--- config.mk ---
export PLATFORM = sky130hd
export DESIGN_NAME = utf8_validating_decoder_core
export DESIGN_NICKNAME = d
export VERILOG_FILES = /design/src/hdl/utf8d_pkg.sv /design/src/hdl/utf8d_fifo.sv /design/src/hdl/utf8d_front.sv /design/src/hdl/utf8d_back.sv /design/src/hdl/utf8_validating_decoder_core.sv
export SDC_FILE = /design/constraint.sdc
export NUM_CORES = 1
export LEC_CHECK = 0
export BUFFER_PORTS_ARGS = -buffer_cell sky130_fd_sc_hd__clkbuf_2
export CELL_PAD_IN_SITES_DETAIL_PLACEMENT = 0
export CELL_PAD_IN_SITES_GLOBAL_PLACEMENT = 2
export CORE_MARGIN = 5
export CORE_UTILIZATION = 39
export CTS_CLUSTER_SIZE = 25
export DETAILED_ROUTE_END_ITERATION = 6
export HOLD_SLACK_MARGIN = 0.12
export PLACE_DENSITY = 0.81
export SLEW_MARGIN = 5
export SYNTH_ARGS = -nofsm -noshare
export SYNTH_HDL_FRONTEND = slang
export SYNTH_HIERARCHICAL = 1
export SYNTH_SLANG_ARGS = --single-unit
--- constraint.sdc ---
create_clock -name clk -period 4.1 [get_ports clk]
set_clock_uncertainty 0.05 [all_clocks]
set_input_delay 0.615 -clock clk [delete_from_list [all_inputs] [get_ports clk]]
set_output_delay 0.615 -clock clk [all_outputs]
set_load 0.05 [all_outputs]
--- src/hdl/utf8d_pkg.sv ---
// Shared types and codes for the UTF-8 validating decoder.
// No dependencies; every other file of the block but utf8d_fifo imports this package.
package utf8d_pkg;

	// Byte classes found by the front classifier
	typedef enum logic [2:0] {
		K_ASCII,
		K_LEAD2,
		K_LEAD3,
		K_LEAD4,
		K_CONT,
		K_BAD
	} kind_t;

	// Result status codes
	typedef enum logic [2:0] {
		ST_OK       = 3'd0,
		ST_BAD_LEAD = 3'd1,
		ST_BAD_CONT = 3'd2,
		ST_RANGE    = 3'd3,
		ST_TRUNC    = 3'd4
	} status_t;

	// Smallest legal value for each sequence length, and the largest legal code point
	localparam logic [20:0] MIN_TWO   = 21'h00080;
	localparam logic [20:0] MIN_THREE = 21'h00800;
	localparam logic [20:0] MIN_FOUR  = 21'h10000;
	localparam logic [20:0] MAX_CP    = 21'h10FFFF;

	// Classified byte handed from front to back
	typedef struct packed {
		kind_t      kind;
		logic [6:0] bits;  // payload bits, right aligned and masked
		logic       last;
	} cls_item_t;

	localparam int CLS_W = $bits(cls_item_t);

	// Result item
	typedef struct packed {
		logic [20:0] code_point;
		logic [2:0]  seq_length;
		status_t     status;
	} res_item_t;

	localparam int RES_W = $bits(res_item_t);

endpackage

--- src/hdl/utf8d_fifo.sv ---
// Small register-based queue with push/full and pop/empty handshakes.
// Generic; used between front and back and on the result side.
module utf8d_fifo #(
	parameter int WIDTH = 8,
	parameter int DEPTH = 2   // two or more
) (
	input  logic             clk,
	input  logic             arst_n,
	input  logic             push,
	input  logic [WIDTH-1:0] wdata,
	output logic             full,
	input  logic             pop,
	output logic [WIDTH-1:0] rdata,
	output logic             empty
);

	localparam int AW = $clog2(DEPTH);
	localparam int CW = $clog2(DEPTH + 1);

	logic [WIDTH-1:0] mem_q [DEPTH];
	logic [AW-1:0]    wr_ptr_q;
	logic [AW-1:0]    rd_ptr_q;
	logic [CW-1:0]    count_q;
	logic             do_push;
	logic             do_pop;

	assign full    = (count_q == CW'(DEPTH));
	assign empty   = (count_q == '0);
	assign do_push = push & ~full;
	assign do_pop  = pop & ~empty;
	assign rdata   = mem_q[rd_ptr_q];

	// storage, no reset needed
	always_ff @(posedge clk) begin
		if (do_push) begin
			mem_q[wr_ptr_q] <= wdata;
		end
	end

	// pointers and fill count
	always_ff @(posedge clk or negedge arst_n) begin
		if (!arst_n) begin
			wr_ptr_q <= '0;
			rd_ptr_q <= '0;
			count_q  <= '0;
		end else begin
			if (do_push) begin
				wr_ptr_q <= (wr_ptr_q == AW'(DEPTH - 1)) ? '0 : wr_ptr_q + 1'b1;
			end
			if (do_pop) begin
				rd_ptr_q <= (rd_ptr_q == AW'(DEPTH - 1)) ? '0 : rd_ptr_q + 1'b1;
			end
			case ({do_push, do_pop})
				2'b10:   count_q <= count_q + 1'b1;
				2'b01:   count_q <= count_q - 1'b1;
				default: count_q <= count_q;
			endcase
		end
	end

endmodule

--- src/hdl/utf8d_front.sv ---
// Front end: accepts raw bytes, classifies them and queues the classes.
// Depends on utf8d_pkg and utf8d_fifo.
module utf8d_front #(
	parameter int DEPTH = 2
) (
	input  logic                 clk,
	input  logic                 arst_n,
	input  logic                 push,
	output logic                 full,
	input  logic [7:0]           data_byte,
	input  logic                 buffer_end,
	input  logic                 cls_pop,
	output logic                 cls_empty,
	output utf8d_pkg::cls_item_t cls_item
);

	import utf8d_pkg::*;

	cls_item_t        cls_new;
	logic [CLS_W-1:0] cls_raw;

	// byte classifier
	always_comb begin
		cls_new.last = buffer_end;
		unique casez (data_byte)
			8'b0???_????: begin
				cls_new.kind = K_ASCII;
				cls_new.bits = data_byte[6:0];
			end
			8'b10??_????: begin
				cls_new.kind = K_CONT;
				cls_new.bits = {1'b0, data_byte[5:0]};
			end
			8'b110?_????: begin
				cls_new.kind = K_LEAD2;
				cls_new.bits = {2'b0, data_byte[4:0]};
			end
			8'b1110_????: begin
				cls_new.kind = K_LEAD3;
				cls_new.bits = {3'b0, data_byte[3:0]};
			end
			8'b1111_0???: begin
				cls_new.kind = K_LEAD4;
				cls_new.bits = {4'b0, data_byte[2:0]};
			end
			default: begin
				cls_new.kind = K_BAD;
				cls_new.bits = '0;
			end
		endcase
	end

	// queue towards the back end
	utf8d_fifo #(
		.WIDTH(CLS_W),
		.DEPTH(DEPTH)
	) u_cls_fifo (
		.clk   (clk),
		.arst_n(arst_n),
		.push  (push),
		.wdata (cls_new),
		.full  (full),
		.pop   (cls_pop),
		.rdata (cls_raw),
		.empty (cls_empty)
	);

	assign cls_item = cls_raw;

endmodule

--- src/hdl/utf8d_back.sv ---
// Back end: sequence tracker that gathers payload bits and forms results.
// Depends on utf8d_pkg.
module utf8d_back (
	input  logic                 clk,
	input  logic                 arst_n,
	input  logic                 cls_empty,
	input  utf8d_pkg::cls_item_t cls_item,
	output logic                 cls_pop,
	input  logic                 res_full,
	output logic                 res_push,
	output utf8d_pkg::res_item_t res_item
);

	import utf8d_pkg::*;

	logic [20:0] partial_q;
	logic [1:0]  remaining_q;
	logic [2:0]  length_q;

	logic [20:0] partial_d;
	logic [1:0]  remaining_d;
	logic [2:0]  length_d;
	logic [20:0] cont_bits;
	logic [20:0] merged;
	logic [1:0]  rem_next;
	logic [2:0]  consumed;
	logic        out_of_range;

	// take a class item only when the result queue has room
	assign cls_pop = ~cls_empty & ~res_full;

	// continuation payload placed by the count still expected
	always_comb begin
		case (remaining_q)
			2'd3:    cont_bits = {3'b0, cls_item.bits[5:0], 12'b0};
			2'd2:    cont_bits = {9'b0, cls_item.bits[5:0], 6'b0};
			default: cont_bits = {15'b0, cls_item.bits[5:0]};
		endcase
	end

	assign merged   = partial_q | cont_bits;
	assign rem_next = remaining_q - 2'd1;
	assign consumed = length_q - {1'b0, remaining_q} + 3'd1;

	// overlong or beyond the last scalar value
	always_comb begin
		case (length_q)
			3'd4:    out_of_range = (merged < MIN_FOUR) || (merged > MAX_CP);
			3'd3:    out_of_range = (merged < MIN_THREE);
			default: out_of_range = (merged < MIN_TWO);
		endcase
	end

	// sequence step
	always_comb begin
		partial_d           = partial_q;
		remaining_d         = remaining_q;
		length_d            = length_q;
		res_push            = 1'b0;
		res_item.code_point = '0;
		res_item.seq_length = 3'd1;
		res_item.status     = ST_OK;
		if (cls_pop) begin
			if (remaining_q == 2'd0) begin
				unique case (cls_item.kind)
					K_ASCII: begin
						res_push            = 1'b1;
						res_item.code_point = {14'b0, cls_item.bits};
					end
					K_LEAD2, K_LEAD3, K_LEAD4: begin
						if (cls_item.last) begin
							res_push        = 1'b1;
							res_item.status = ST_TRUNC;
						end else begin
							unique case (cls_item.kind)
								K_LEAD4: begin
									partial_d   = {cls_item.bits[2:0], 18'b0};
									length_d    = 3'd4;
									remaining_d = 2'd3;
								end
								K_LEAD3: begin
									partial_d   = {5'b0, cls_item.bits[3:0], 12'b0};
									length_d    = 3'd3;
									remaining_d = 2'd2;
								end
								default: begin
									partial_d   = {10'b0, cls_item.bits[4:0], 6'b0};
									length_d    = 3'd2;
									remaining_d = 2'd1;
								end
							endcase
						end
					end
					default: begin
						res_push        = 1'b1;
						res_item.status = ST_BAD_LEAD;
					end
				endcase
			end else if (cls_item.kind != K_CONT) begin
				// broken sequence
				res_push            = 1'b1;
				res_item.seq_length = consumed;
				res_item.status     = ST_BAD_CONT;
				partial_d           = '0;
				remaining_d         = 2'd0;
				length_d            = 3'd0;
			end else if (rem_next != 2'd0) begin
				if (cls_item.last) begin
					res_push            = 1'b1;
					res_item.seq_length = consumed;
					res_item.status     = ST_TRUNC;
					partial_d           = '0;
					remaining_d         = 2'd0;
					length_d            = 3'd0;
				end else begin
					partial_d   = merged;
					remaining_d = rem_next;
				end
			end else begin
				// final continuation
				res_push            = 1'b1;
				res_item.seq_length = length_q;
				if (out_of_range) begin
					res_item.status = ST_RANGE;
				end else begin
					res_item.code_point = merged;
				end
				partial_d   = '0;
				remaining_d = 2'd0;
				length_d    = 3'd0;
			end
		end
	end

	// sequence state, zero means idle
	always_ff @(posedge clk or negedge arst_n) begin
		if (!arst_n) begin
			partial_q   <= '0;
			remaining_q <= '0;
			length_q    <= '0;
		end else begin
			partial_q   <= partial_d;
			remaining_q <= remaining_d;
			length_q    <= length_d;
		end
	end

endmodule

--- src/hdl/utf8_validating_decoder_core.sv ---
// Top level of the UTF-8 validating decoder: front classifier, back tracker
// and result queue. Depends on utf8d_pkg, utf8d_front, utf8d_back, utf8d_fifo.
//
// Bytes are pushed one per cycle (push while full is low) and results are
// popped from a queue (pop while empty is low). A byte is classified and
// queued at the edge that accepts it; the sequence tracker consumes one
// classified byte per cycle while the result queue has room, so the sustained
// rate is one byte per cycle, set by the registered state update of the
// tracker. The result of the byte that completes a sequence is registered in
// the result queue before it appears on the result ports.
// Each byte yields at most one result: the code point with its length, or
// an error status with code point zero. CLS_DEPTH and RES_DEPTH size the
// internal queues and must be two or more.
module utf8_validating_decoder_core #(
	parameter int CLS_DEPTH = 2,
	parameter int RES_DEPTH = 2
) (
	input  logic        clk,
	input  logic        arst_n,
	input  logic        push,
	output logic        full,
	input  logic [7:0]  data_byte,
	input  logic        buffer_end,
	output logic        empty,
	input  logic        pop,
	output logic [20:0] code_point,
	output logic [2:0]  seq_length,
	output logic [2:0]  status
);

	import utf8d_pkg::*;

	cls_item_t        cls_item;
	logic             cls_empty;
	logic             cls_pop;
	logic             res_full;
	logic             res_push;
	res_item_t        res_new;
	logic [RES_W-1:0] res_raw;
	res_item_t        res_out;

	// byte intake and classification
	utf8d_front #(
		.DEPTH(CLS_DEPTH)
	) u_front (
		.clk       (clk),
		.arst_n    (arst_n),
		.push      (push),
		.full      (full),
		.data_byte (data_byte),
		.buffer_end(buffer_end),
		.cls_pop   (cls_pop),
		.cls_empty (cls_empty),
		.cls_item  (cls_item)
	);

	// sequence tracking
	utf8d_back u_back (
		.clk      (clk),
		.arst_n   (arst_n),
		.cls_empty(cls_empty),
		.cls_item (cls_item),
		.cls_pop  (cls_pop),
		.res_full (res_full),
		.res_push (res_push),
		.res_item (res_new)
	);

	// result queue
	utf8d_fifo #(
		.WIDTH(RES_W),
		.DEPTH(RES_DEPTH)
	) u_res_fifo (
		.clk   (clk),
		.arst_n(arst_n),
		.push  (res_push),
		.wdata (res_new),
		.full  (res_full),
		.pop   (pop),
		.rdata (res_raw),
		.empty (empty)
	);

	assign res_out    = res_raw;
	assign code_point = res_out.code_point;
	assign seq_length = res_out.seq_length;
	assign status     = res_out.status;

endmodule

== Word-level counts from Yosys, hierarchy flattened ==
Memory sizes are Yosys's and may differ from the RTL's.
Cells that the tools add are included.
W data, S select, Z words.
Word-level totals
  flip-flop bits (word level): 34
  bits in writable memories: 76
  input bits: 13
  output and inout port bits: 29
  word-level logic and storage cells: 123
  memories: 2
Cells by class
  add/sub/neg operators: 11
  order comparisons: 4
  equal/unequal tests: 21
  muxes and demuxes: 54
  bitwise gates (word level): 11
  reduce and logical (&&, ||, !) cells: 11
Memories
  u_res_fifo.mem_q: depth 2, width 27, read ports 1, clocked after Yosys merged registers in 0, wr ports 1, line utf8d_fifo.sv:20  | logic [WIDTH-1:0] mem_q [DEPTH];
  u_front.u_cls_fifo.mem_q: depth 2, width 11, read ports 1, clocked after Yosys merged registers in 0, wr ports 1, line utf8d_fifo.sv:20
Operators with widths (number)
  $mux W21: 10
  $pmux W10 S5: 1
  $pmux W21 S2: 1
  $pmux W18 S2: 1
  $mux W27: 1
  $mux W3: 9
  $gt A21 B21 Y1 const B: 1
  $lt A21 B12 Y1 const B: 1
  $lt A21 B17 Y1 const B: 1
  $lt A21 B8 Y1 const B: 1
  $or A21 B18 Y21: 1
  $mux W6: 3
  $eq A2 B2 Y1 const B: 7
  $mux W1: 14
  $mux W2: 7
  $pmux W2 S2: 3
  $pmux W3 S2: 2
  $eq A3 B2 Y1 const B: 3
  $mux W7: 1
  $eq A3 B3 Y1 const B: 2
  $logic_not A2 Y1: 3
  $reduce_bool A2 Y1: 3
  $sub A2 B1 Y2 const B: 3
  $and A1 B1 Y1: 5
  other kinds (18): 28

== Longest topological paths before layout ==
Gate-level depths: netlist of the first run.
  depth after elaboration: 11
  depth in mapped cells: 12
  depth with buffers taken out: 11

== Modules after synthesis ==
The synthesis of the first run kept the hierarchy.
By module, submodules not included
  utf8d_fifo (u_res_fifo): instances 1, cells each 102, area each 2244.7 µm², seq. area each 1721.7 µm²
  utf8d_back: instances 1, cells each 209, area each 1835.5 µm², seq. area each 650.6 µm²
  utf8d_fifo (u_front.u_cls_fifo): instances 1, cells each 52, area each 988.4 µm², seq. area each 760.7 µm²
  utf8d_front: instances 1, cells each 15, area each 93.8 µm², seq. area each 0.0 µm²

== Least setup slack after synthesis of the first run ==
Ideal clock, no wire load.
  path type: register to register
  start: reg u_front.u_cls_fifo.rd_ptr_q
  end: mem u_res_fifo/mem_q[0][0] in the netlist's numbering, enable pin
  library setup time: 411 ps
  data arrival time: 2744 ps
  data required time: 3639 ps
  setup slack: 895 ps
  stages on the path, launching flop included: 9
  path buffers: 2
  period minus slack after synthesis: 3205 ps
  path through: dfrtp_1 buf_4 mux2_2 or3b_2 clkbuf_1 o31ai_1 a21boi_0 nand2_1 nor2_1
RTL lines
  from (decl): line utf8d_fifo.sv:22  | logic [AW-1:0] rd_ptr_q;
  from (signal assigned): line utf8d_fifo.sv:51  | rd_ptr_q <= (rd_ptr_q == AW'(DEPTH - 1)) ? '0 : rd_ptr_q + 1'b1;
  to (decl): line utf8d_fifo.sv:20

==> out/metrics.csv, run 1 <==
stage;metric;value;unit
synth;area leader, netlist;edfxtp_1;
run;Max-cap violations;0;
synth;Yosys top cell area share;44.21;%
floorplan;row cnt;42;
critical_path;critical path fanouts, max;12;
synth;sequential fraction of the synthesis area;60.69;%
final_layout;Layout Area Growth over Synthesis;11.61;%
clocking;Max clock buf depth;2;
floorplan;Boundary Pins;42;
route;DR DRC count;0;
synth;compound-gate portion of the synthesized area;9.889;%
synth;flops & latches, synth;110;
route;WL per Instance;16.62;um
route;drt initial violations;174;
global_routing;total gr overflow;0;
place;placed inst area;0.005484;sq mm
synth;Avg Synthesized Cell Area;13.66;sq um
route;detailed-route via count;3040;
global_routing;largest net degree at the start of global routing;35;
clocking;Num CTS Buffers;9;
synth;fraction of the mapped netlist area in adder cells;2.666;%
route;final WL;9.872;mm
timing;final setup fails;0;
floorplan;die width;125.1;um
timing;Final Critical Period;3.112;ns
global_routing;global-route total usage across every layer;13.22;%
synth;FFs w/ async S/R, synth;30.91;%
global_routing;vias in the first global route;3071;
final_layout;# diodes;0;
synth;Syn Std Cell Area;0.005162;sq mm
status;status;finished clean;
synth;mux share of post-synthesis cell area;9.889;%
synth;most common cell in the synthesized netlist;edfxtp_1;
critical_path;Crit path largest cell delay;0.65;ns
synth;synth top area cells;edfxtp_1 44%, dfrtp_1 16%, mux2_4 5.5%;
timing;Fin Setup TNS;0;ns
place;Port Buf Inserts;41;
clocking;clk sinks;110;
timing;Slew headroom;35.43;%
critical_path;CP cell instances;mux2_2 > nor2_1 > nand4_1 > nor3_2 > a22o_1;
critical_path;slowest stage cell on the critical path;nor3_2;
synth;Synthesized Nets;402;
place;HPWL Detailed;6.941;mm
timing;RSZ-0062 raised after global routing;false;
clocking;Clock transition at path regs;0.07;ns
critical_path;CP arrival;3.27;ns
floorplan;DIE AREA;0.01564;sq mm
synth;Synth Area in XOR/XNOR;2.036;%
clocking;Hold Buf Count CTS;0;
timing;worst-margin pin slew;0.9650;ns
timing;Max Transition Viols Final;0;
floorplan;Initial Util;39.45;%
timing;Final period util;75.89;%
synth;combinational family with the most area after synthesis;simple AND/OR/NAND/NOR gates;
final_layout;Final Net Count;437;
route;post-route ant nets;0;
clocking;Clock Latency Late Sink;0.35;ns
clocking;Post-CTS Resized;0;
global_routing;initial antenna violation count;0;
route;vias per cell;5.118;
final_layout;final instance area;0.005762;sq mm
global_routing;first-pass GRT wire length;16.55;mm
synth;main flop type after synthesis;edfxtp_1;
synth;synth unique cells;53;
critical_path;kind of end point of the critical path;flip-flop;
clocking;CTS tree;yes;
synth;Ys Warns;6;
critical_path;startpoint types;flip-flop;
floorplan;Placeable Area;0.01309;sq mm
synth;simple-gate share of the synthesized area;11.15;%
clocking;Root Driver;clkbuf_16;
clocking;H-tree depth;3;
timing;Final Hold Viols;0;
clocking;total setup buffers inserted after CTS;0;
place;gpl congestion;0.7741;
final_layout;filler cell count;1196;
synth;Cells after Synth;378;
synth;Post-synth top cells;76 x edfxtp_1, 34 x dfrtp_1, 26 x nor2_1;
floorplan;die height;125.1;um
timing;Peak Freq;321.4;MHz
critical_path;critical path type;reg2reg;
synth;number of synthesized flops with an enable pin;76;
critical_path;CP required;4.26;ns
min_path;hold crit path type;in2async;
route;TritonRoute pass-1 iters;4;
final_layout;share of layout cells above drive strength 1;26.79;%
## sequential cells by signal (all words and copies together) (netlist names)
name / flops
u_res_fifo/mem_q: 54
u_front/u_cls_fifo/mem_q: 22
u_back/partial_q: 21
u_back/length_q: 3
u_back/remaining_q: 2
u_front/u_cls_fifo/count_q: 2
u_res_fifo/count_q: 2
u_front/u_cls_fifo/rd_ptr_q: 1
u_front/u_cls_fifo/wr_ptr_q: 1
u_res_fifo/rd_ptr_q: 1
u_res_fifo/wr_ptr_q: 1
## layout by cell type (no fill, tap or decap), types with 2 or more instances in the layout
cell and count:
and2_1 5, o21a_1 5, o21ai_0 10, nor3_2 2, clkbuf_16 9, a21oi_1 14
a31oi_1 11, nand2b_1 5, nand2_1 19, mux2_4 19, xnor2_1 6, nor4_2 2
xor2_1 6, nor3_1 5, nor2b_1 2, a22o_1 15, a21o_1 2, nand3b_1 2
buf_4 5, and3_1 3, mux2_2 20, nor4_1 12, dfrtp_1 34, inv_1 11
ha_1 11, clkbuf_1 2, edfxtp_1 76, inv_6 2, nand3_1 7, a21boi_0 2
clkbuf_2 41, nor2_1 25, nand4_1 4, nor2b_2 2
## through the flow
step / util [%] / setup slack [ns] / hold WS, ns / instances
detailed placement: 41.91 / 0.9829 / 0.4106 / 578
global placement: 41.91 / 1.026 / 0.4092 / 578
CTS: 44.03 / 0.9576 / 0.3631 / 594
finish: 44.03 / 0.9885 / 0.3252 / 594
global route: 44.03 / 0.6516 / 0.4035 / 594
floorplan: - / 0.8954 / 0.2694 / 378
## path summary, 6_finish.rpt
path / startpoint / to / slack [ns] / cells past startpoint
min in group clk: buffer_end / u_front/u_cls_fifo/mem_q[1][0] / 0.41 / 1
max reg2reg: u_front/u_cls_fifo/rd_ptr_q / u_res_fifo/mem_q[0][9] / 0.99 / 5
min reg2reg: u_res_fifo/rd_ptr_q / u_res_fifo/rd_ptr_q / 0.42 / 1
max: u_front/u_cls_fifo/rd_ptr_q / u_res_fifo/mem_q[0][9] / 0.99 / 5
max in group asynchronous: arst_n / u_back/partial_q[15] / 3.11 / 1
min: arst_n / u_front/u_cls_fifo/count_q[0] / 0.33 / 1
## worst max-delay path, delay by kind of cell, from the launching register on
| family | cells | cell delay (ns) |
|---|---|---|
| and+or+nand+nor | 3 | 1.59 |
| AOI/OAI and AO/OA | 1 | 0.26 |
| muxes | 1 | 0.44 |
| DFF | 1 | 0.63 |
## logic make-up after synthesis
group	count (synthesis)
flops	110
fa+ha+maj	11
simple gates	104
xor+xnor	12
buf+inv	33
mux	39
compound gates	69
## area by class of cell
class                      instances  area (sq um)  area share [%]
sequential                       110          3133           54.38
inverter                          11         41.29          0.7166
timing repair buffer              46         242.7           4.213
multi-input combinational        235          1847           32.05
tap                              176         220.2           3.822
clock buffer                      12         246.5           4.278
clock inverter                     4         31.28          0.5429
## layer usage
layer | global-route usage, % | part of all wire [%]
met2 | 20.15 | 46
met1 | 18.31 | 48
met3 | 3.156 | 3.6
met4 | 5.230 | 2.1
met5 | 0 | 0
Power of run 1 is not shown: default switching activity piles up to over one toggle a cycle in this logic, so the estimate is an artifact.
==> run 2, diff against run 1 <==
==> constraint.sdc (replaced) <==
create_clock -name clk -period 3.2 [get_ports clk]
set_clock_uncertainty 0.05 [all_clocks]
set_input_delay 0.48 -clock clk [delete_from_list [all_inputs] [get_ports clk]]
set_output_delay 0.48 -clock clk [all_outputs]
set_load 0.05 [all_outputs]
==> out/metrics.csv, run 2 (same netlist as run 1, synthesis figures left out) <==
stage;metric;value;unit;change
timing;Fin Setup TNS;0;ns;unchanged
final_layout;filler cell count;1184;;-1.0%
clocking;Clock Latency Late Sink;0.35;ns;about the same
final_layout;# diodes;0;;unchanged
clocking;total setup buffers inserted after CTS;0;;unchanged
clocking;Max clock buf depth;2;;unchanged
critical_path;CP most frequent cell;mux2_2;;
clocking;CTS tree;yes;;
route;vias per cell;5.183;;+1.3%
final_layout;Largest regs;u_res_fifo/mem_q (54), u_front/u_cls_fifo/mem_q (22), u_back/partial_q (21);;
timing;Final Hold Viols;0;;unchanged
status;status;finished clean;;
clocking;Root Driver;clkbuf_16;;
final_layout;Layout Area Growth over Synthesis;13.06;%;
clocking;Clock transition at path regs;0.07;ns;about the same
final_layout;most frequent cells in the layout;76 x edfxtp_1, 41 x clkbuf_2, 34 x dfrtp_1;;
timing;Final Critical Period;2.891;ns;-0.2201 ns
floorplan;row cnt;42;;unchanged
critical_path;critical path type;reg2reg;;
final_layout;Final Net Count;444;;+1.6%
final_layout;share of layout cells above drive strength 1;28.24;%;+1.4 points
critical_path;reg2reg end;u_res_fifo/mem_q[0][7];;
timing;Max Transition Viols Final;0;;unchanged
critical_path;CP cell instances;mux2_2 > o21ai_0 > nand2_1 > mux2_2 > o41ai_4 > a22o_1;;
clocking;clk sinks;110;;unchanged
critical_path;CP bufs+invs;0;;unchanged
route;WL per Instance;16.82;um;+1.2%
global_routing;first-pass GRT wire length;16.59;mm;+0.21%
critical_path;critical path fanouts, max;14;;+2
critical_path;CP Depth;6;;+1
timing;final setup fails;0;;unchanged
critical_path;slowest stage cell on the critical path;dfrtp_1;;
route;TritonRoute pass-1 iters;4;;unchanged
place;Port Buf Inserts;41;;unchanged
place;HPWL Detailed;7.004;mm;+0.91%
floorplan;DIE AREA;0.01564;sq mm;unchanged
place;pre-CTS WS;0.2885;ns;-0.6944 ns
critical_path;CP arrival;3.05;ns;-0.22 ns
critical_path;delay-heaviest family, CP;compound AO/OA/AOI/OAI gates;;
global_routing;initial antenna violation count;0;;unchanged
floorplan;Boundary Pins;42;;unchanged
timing;Peak Freq;345.9;MHz;+7.6%
clocking;H-tree depth;3;;unchanged
critical_path;Reg2Reg Setup Slack;0.31;ns;-0.68 ns
run;Max-cap violations;0;;unchanged
final_layout;number of flip-flops in the largest register;54;;unchanged
min_path;hold crit path type;in2async;;
clocking;Num CTS Buffers;9;;unchanged
final_layout;most flop-heavy register;u_res_fifo/mem_q;;
global_routing;largest net degree at the start of global routing;35;;unchanged
timing;worst-margin pin slew;0.9519;ns;-0.01308 ns
route;detailed-route via count;3115;;+2.5%
floorplan;die width;125.1;um;unchanged
floorplan;Initial Util;39.45;%;unchanged
critical_path;CP required;3.36;ns;-0.90 ns
global_routing;vias in the first global route;3138;;+2.2%
route;DR DRC count;0;;unchanged
global_routing;total gr overflow;0;;unchanged
critical_path;startpoint types;flip-flop;;
global_routing;global-route total usage across every layer;13.42;%;+0.21 points
place;gpl congestion;0.7657;;-1.1%
route;final WL;10.11;mm;+2.4%
floorplan;Placeable Area;0.01309;sq mm;unchanged
route;drt initial violations;259;;+49%
timing;RSZ-0062 raised after global routing;false;;
critical_path;r2r worst-path depth;6;;+1
critical_path;Crit path largest cell delay;0.64;ns;about the same
floorplan;die height;125.1;um;unchanged
final_layout;commonest non-fill, non-tap cell in the layout;edfxtp_1;;
timing;Final period util;90.36;%;+14 points
critical_path;RR Startpoint;u_front/u_cls_fifo/rd_ptr_q;;
critical_path;kind of end point of the critical path;flip-flop;;
timing;Worst Setup Slack, final;0.3086;ns;-0.6799 ns
timing;Slew headroom;36.54;%;+1.1 points
route;post-route ant nets;0;;unchanged
clocking;Post-CTS Resized;0;;unchanged
clocking;Hold Buf Count CTS;0;;unchanged
run 2: worst max-delay path by stage:
stage / start / end / slack, ns
4_1_cts: u_front/u_cls_fifo/rd_ptr_q / u_res_fifo/mem_q[1][8] / 0.30
6_report: u_front/u_cls_fifo/rd_ptr_q / u_res_fifo/mem_q[0][7] / 0.31
2_1_floorplan: u_front/u_cls_fifo/rd_ptr_q / u_res_fifo/mem_q[0][0] / 0.44
3_5_place_dp: u_front/u_cls_fifo/rd_ptr_q / u_res_fifo/count_q[1] / 0.29
5_1_grt: u_front/u_cls_fifo/rd_ptr_q / u_res_fifo/count_q[1] / 0.12
3_3_place_gp: u_front/u_cls_fifo/rd_ptr_q / u_res_fifo/count_q[1] / 0.37
run 2: layout make-up:
type	instances	area [sq um]	share of cell area, %
multi-input cells	235	1842	31.55
clock inverters	7	80.08	1.372
repair buffers	53	295.3	5.059
well taps	176	220.2	3.773
clock buffers	9	225.2	3.859
flip-flops and latches	110	3133	53.68
inverters	11	41.29	0.7074
run 2: worst register-to-register path, cell delays in order (launching register included):
cell	delay (ns)
dfrtp_1	0.64
mux2_2	0.49
o21ai_0	0.27
nand2_1	0.09
mux2_2	0.42
o41ai_4	0.56
a22o_1	0.23
run 2: layer usage:
metal | global-route usage, % | routed length [um] | vias up
met3 | 2.687 | 440 | 13
met2 | 20.91 | 4693 | 58
met4 | 6.505 | 174 | 0
met5 | 0 | 0 | -
li1 | - | - | 1496
met1 | 18.05 | 4799 | 1548
run 2: metrics by stage:
step,instances,hold WS [ns],area [sq um],utilization [%]
global placement,585,0.4259,5532,42.27
detailed placement,585,0.4343,5532,42.27
global route,601,0.2716,5837,44.61
CTS,601,0.2505,5837,44.61
floorplan,378,0.1344,5165,-
finish,601,0.2211,5837,44.61
Power of run 2 is left out for the same reason.
==> run 3, diff against run 2 <==
--- a/config.mk
+++ b/config.mk
@@ -9,11 +9,11 @@
 export CELL_PAD_IN_SITES_DETAIL_PLACEMENT = 0
 export CELL_PAD_IN_SITES_GLOBAL_PLACEMENT = 2
 export CORE_MARGIN = 5
-export CORE_UTILIZATION = 39
+export CORE_UTILIZATION = 38
 export CTS_CLUSTER_SIZE = 25
 export DETAILED_ROUTE_END_ITERATION = 6
 export HOLD_SLACK_MARGIN = 0.12
-export PLACE_DENSITY = 0.81
+export PLACE_DENSITY = 0.82
 export SLEW_MARGIN = 5
 export SYNTH_ARGS = -nofsm -noshare
 export SYNTH_HDL_FRONTEND = slang
==> constraint.sdc (replaced) <==
create_clock -name clk -period 2.4 [get_ports clk]
set_clock_uncertainty 0.05 [all_clocks]
set_input_delay 0.36 -clock clk [delete_from_list [all_inputs] [get_ports clk]]
set_output_delay 0.36 -clock clk [all_outputs]
set_load 0.05 [all_outputs]
==> out/metrics.csv, run 3 (same netlist as run 1, synthesis figures left out) <==
stage;metric;value;unit;change
timing;Worst Setup Slack, final;-0.1870;ns;-0.4956 ns
critical_path;CP cell instances;buf_6 > mux2_4 > nor4_4 > o21ai_2 > a2111oi_4 > buf_4 > o41ai_4 > a22o_1;;
final_layout;# diodes;0;;unchanged
timing;Final Critical Period;2.587;ns;-0.3044 ns
final_layout;final std cells w/o fill;671;;+12%
final_layout;Largest regs;u_res_fifo/mem_q (54), u_front/u_cls_fifo/mem_q (22), u_back/partial_q (21);;
status;status;complete, but fails checks;;
place;Port Buf Inserts;41;;unchanged
route;DR DRC count;0;;unchanged
floorplan;Placeable Area;0.01330;sq mm;+1.6%
timing;Fin Setup TNS;-4.278;ns;-4.278 ns
final_layout;final instance area;0.006788;sq mm;+16%
place;pre-CTS WS;-0.3013;ns;-0.5898 ns
clocking;Clock transition at path regs;0.07;ns;about the same
floorplan;Initial Util;38.83;%;-0.62 points
timing;Max Transition Viols Final;0;;unchanged
floorplan;die height;126.6;um;+1.2%
critical_path;slowest stage cell on the critical path;dfrtp_2;;
route;TritonRoute pass-1 iters;4;;unchanged
min_path;hold crit path type;in2async;;
final_layout;commonest non-fill, non-tap cell in the layout;edfxtp_1;;
clocking;Num CTS Buffers;9;;unchanged
clocking;CTS tree;yes;;
run;Max-cap violations;0;;unchanged
clocking;H-tree depth;3;;unchanged
route;post-route ant nets;0;;unchanged
clocking;Root Driver;clkbuf_16;;
clocking;clk sinks;110;;unchanged
final_layout;share of layout cells above drive strength 1;44.85;%;+17 points
global_routing;largest net degree at the start of global routing;35;;unchanged
final_layout;Final Net Count;514;;+16%
critical_path;Crit path largest cell delay;0.43;ns;-0.21 ns
clocking;Max clock buf depth;2;;unchanged
floorplan;row cnt;42;;unchanged
global_routing;initial antenna violation count;0;;unchanged
final_layout;number of flip-flops in the largest register;54;;unchanged
timing;Slew headroom;38.63;%;+2.1 points
global_routing;first-pass GRT wire length;18.17;mm;+9.6%
route;vias per cell;5.064;;-2.3%
critical_path;CP required;2.44;ns;-0.92 ns
timing;Final period util;107.8;%;+17 points
critical_path;CP bufs+invs;2;;+2
clocking;Clock Latency Late Sink;0.35;ns;about the same
floorplan;Boundary Pins;42;;unchanged
timing;worst-margin pin slew;0.9206;ns;-0.03135 ns
timing;Final Hold Viols;0;;unchanged
clocking;Hold Buf Count CTS;0;;unchanged
route;drt initial violations;134;;-48%
floorplan;DIE AREA;0.01602;sq mm;+2.4%
global_routing;global-route total usage across every layer;14.24;%;+0.81 points
final_layout;most frequent cells in the layout;76 x edfxtp_1, 60 x buf_4, 41 x clkbuf_2;;
place;gpl congestion;0.8273;;+8.0%
route;WL per Instance;16.37;um;-2.7%
timing;RSZ-0062 raised after global routing;true;;
critical_path;critical path type;reg2reg;;
final_layout;Layout Area Growth over Synthesis;31.48;%;
place;HPWL Detailed;7.430;mm;+6.1%
place;placed cells;636;;+8.7%
critical_path;kind of end point of the critical path;flip-flop;;
critical_path;delay-heaviest family, CP;compound AO/OA/AOI/OAI gates;;
final_layout;most flop-heavy register;u_res_fifo/mem_q;;
place;placed inst area;0.006007;sq mm;+8.6%
route;detailed-route via count;3398;;+9.1%
timing;final setup fails;48;;+48
status;failing checks;negative setup slack;;
critical_path;critical path fanouts, max;6;;-8
floorplan;die width;126.6;um;+1.2%
global_routing;vias in the first global route;3505;;+12%
route;final WL;10.98;mm;+8.6%
critical_path;CP arrival;2.63;ns;-0.42 ns
global_routing;total gr overflow;0;;unchanged
timing;Peak Freq;386.6;MHz;+12%
critical_path;startpoint types;flip-flop;;
## run 3: cell count changes in the layout (fill, tap and decap cells not counted), moves of 5 or more
| cell | change |
|---|---|
| buf_12 | +7 |
| buf_4 | +48 |
| buf_6 | +10 |
| mux2_2 | -6 |
| mux2_4 | +6 |
| nor2_1 | -7 |
| nor2_2 | +6 |
| nor4_1 | -11 |
| nor4_4 | +12 |
| o21ai_0 | -5 |
## run 3: layout make-up
type                    count  area, sq um
fillers                  1147         6507
flip-flops and latches    110         3134
multi-input cells         237         2157
repair buffers            121        943.4
clock buffers              11        232.7
well taps                 176        220.2
clock inverters             5        58.81
inverters                  11        41.29
## run 3: what timing repair did
item / CTS / global route
setup buffers: 19 / 5
gates cloned: 2 / 1
resized for setup: 44 / 26
pin swaps: 20 / 11
endpoints found under the setup margin: 126 / 125
## run 3: metrics by stage
stage,util (%),hold WS (ns)
3_3_place_gp,45.18,0.4256
4_1_cts,50.44,0.1202
2_1_floorplan,-,0.01441
5_1_grt,51.05,0.1474
6_report,51.05,0.08498
3_5_place_dp,45.18,0.4353
## run 3: per-layer routing
layer	wire length (um)	vias to the layer above	share of wire (%)	track usage, %
met5	0	-	0	0
met4	107	0	0.97	4.732
met3	619	7	5.6	2.816
met2	5562	81	51	23.91
met1	4692	1666	43	18.52
li1	-	1644	-	-
## run 3: worst paths after layout
| kind | start | endpoint | slack (ns) | cells past startpoint |
|---|---|---|---|---|
| min in group clk | buffer_end | u_front/u_cls_fifo/mem_q[0][0] | 0.16 | 1 |
| min | arst_n | u_res_fifo/rd_ptr_q | 0.08 | 1 |
| max reg2reg | u_front/u_cls_fifo/rd_ptr_q | u_res_fifo/mem_q[1][8] | -0.19 | 8 |
| max in group asynchronous | arst_n | u_front/u_cls_fifo/rd_ptr_q | 1.58 | 1 |
| min reg2reg | u_front/u_cls_fifo/wr_ptr_q | u_front/u_cls_fifo/wr_ptr_q | 0.44 | 1 |
| max | u_front/u_cls_fifo/rd_ptr_q | u_res_fifo/mem_q[1][8] | -0.19 | 8 |
Power of run 3 is left out for the same reason.
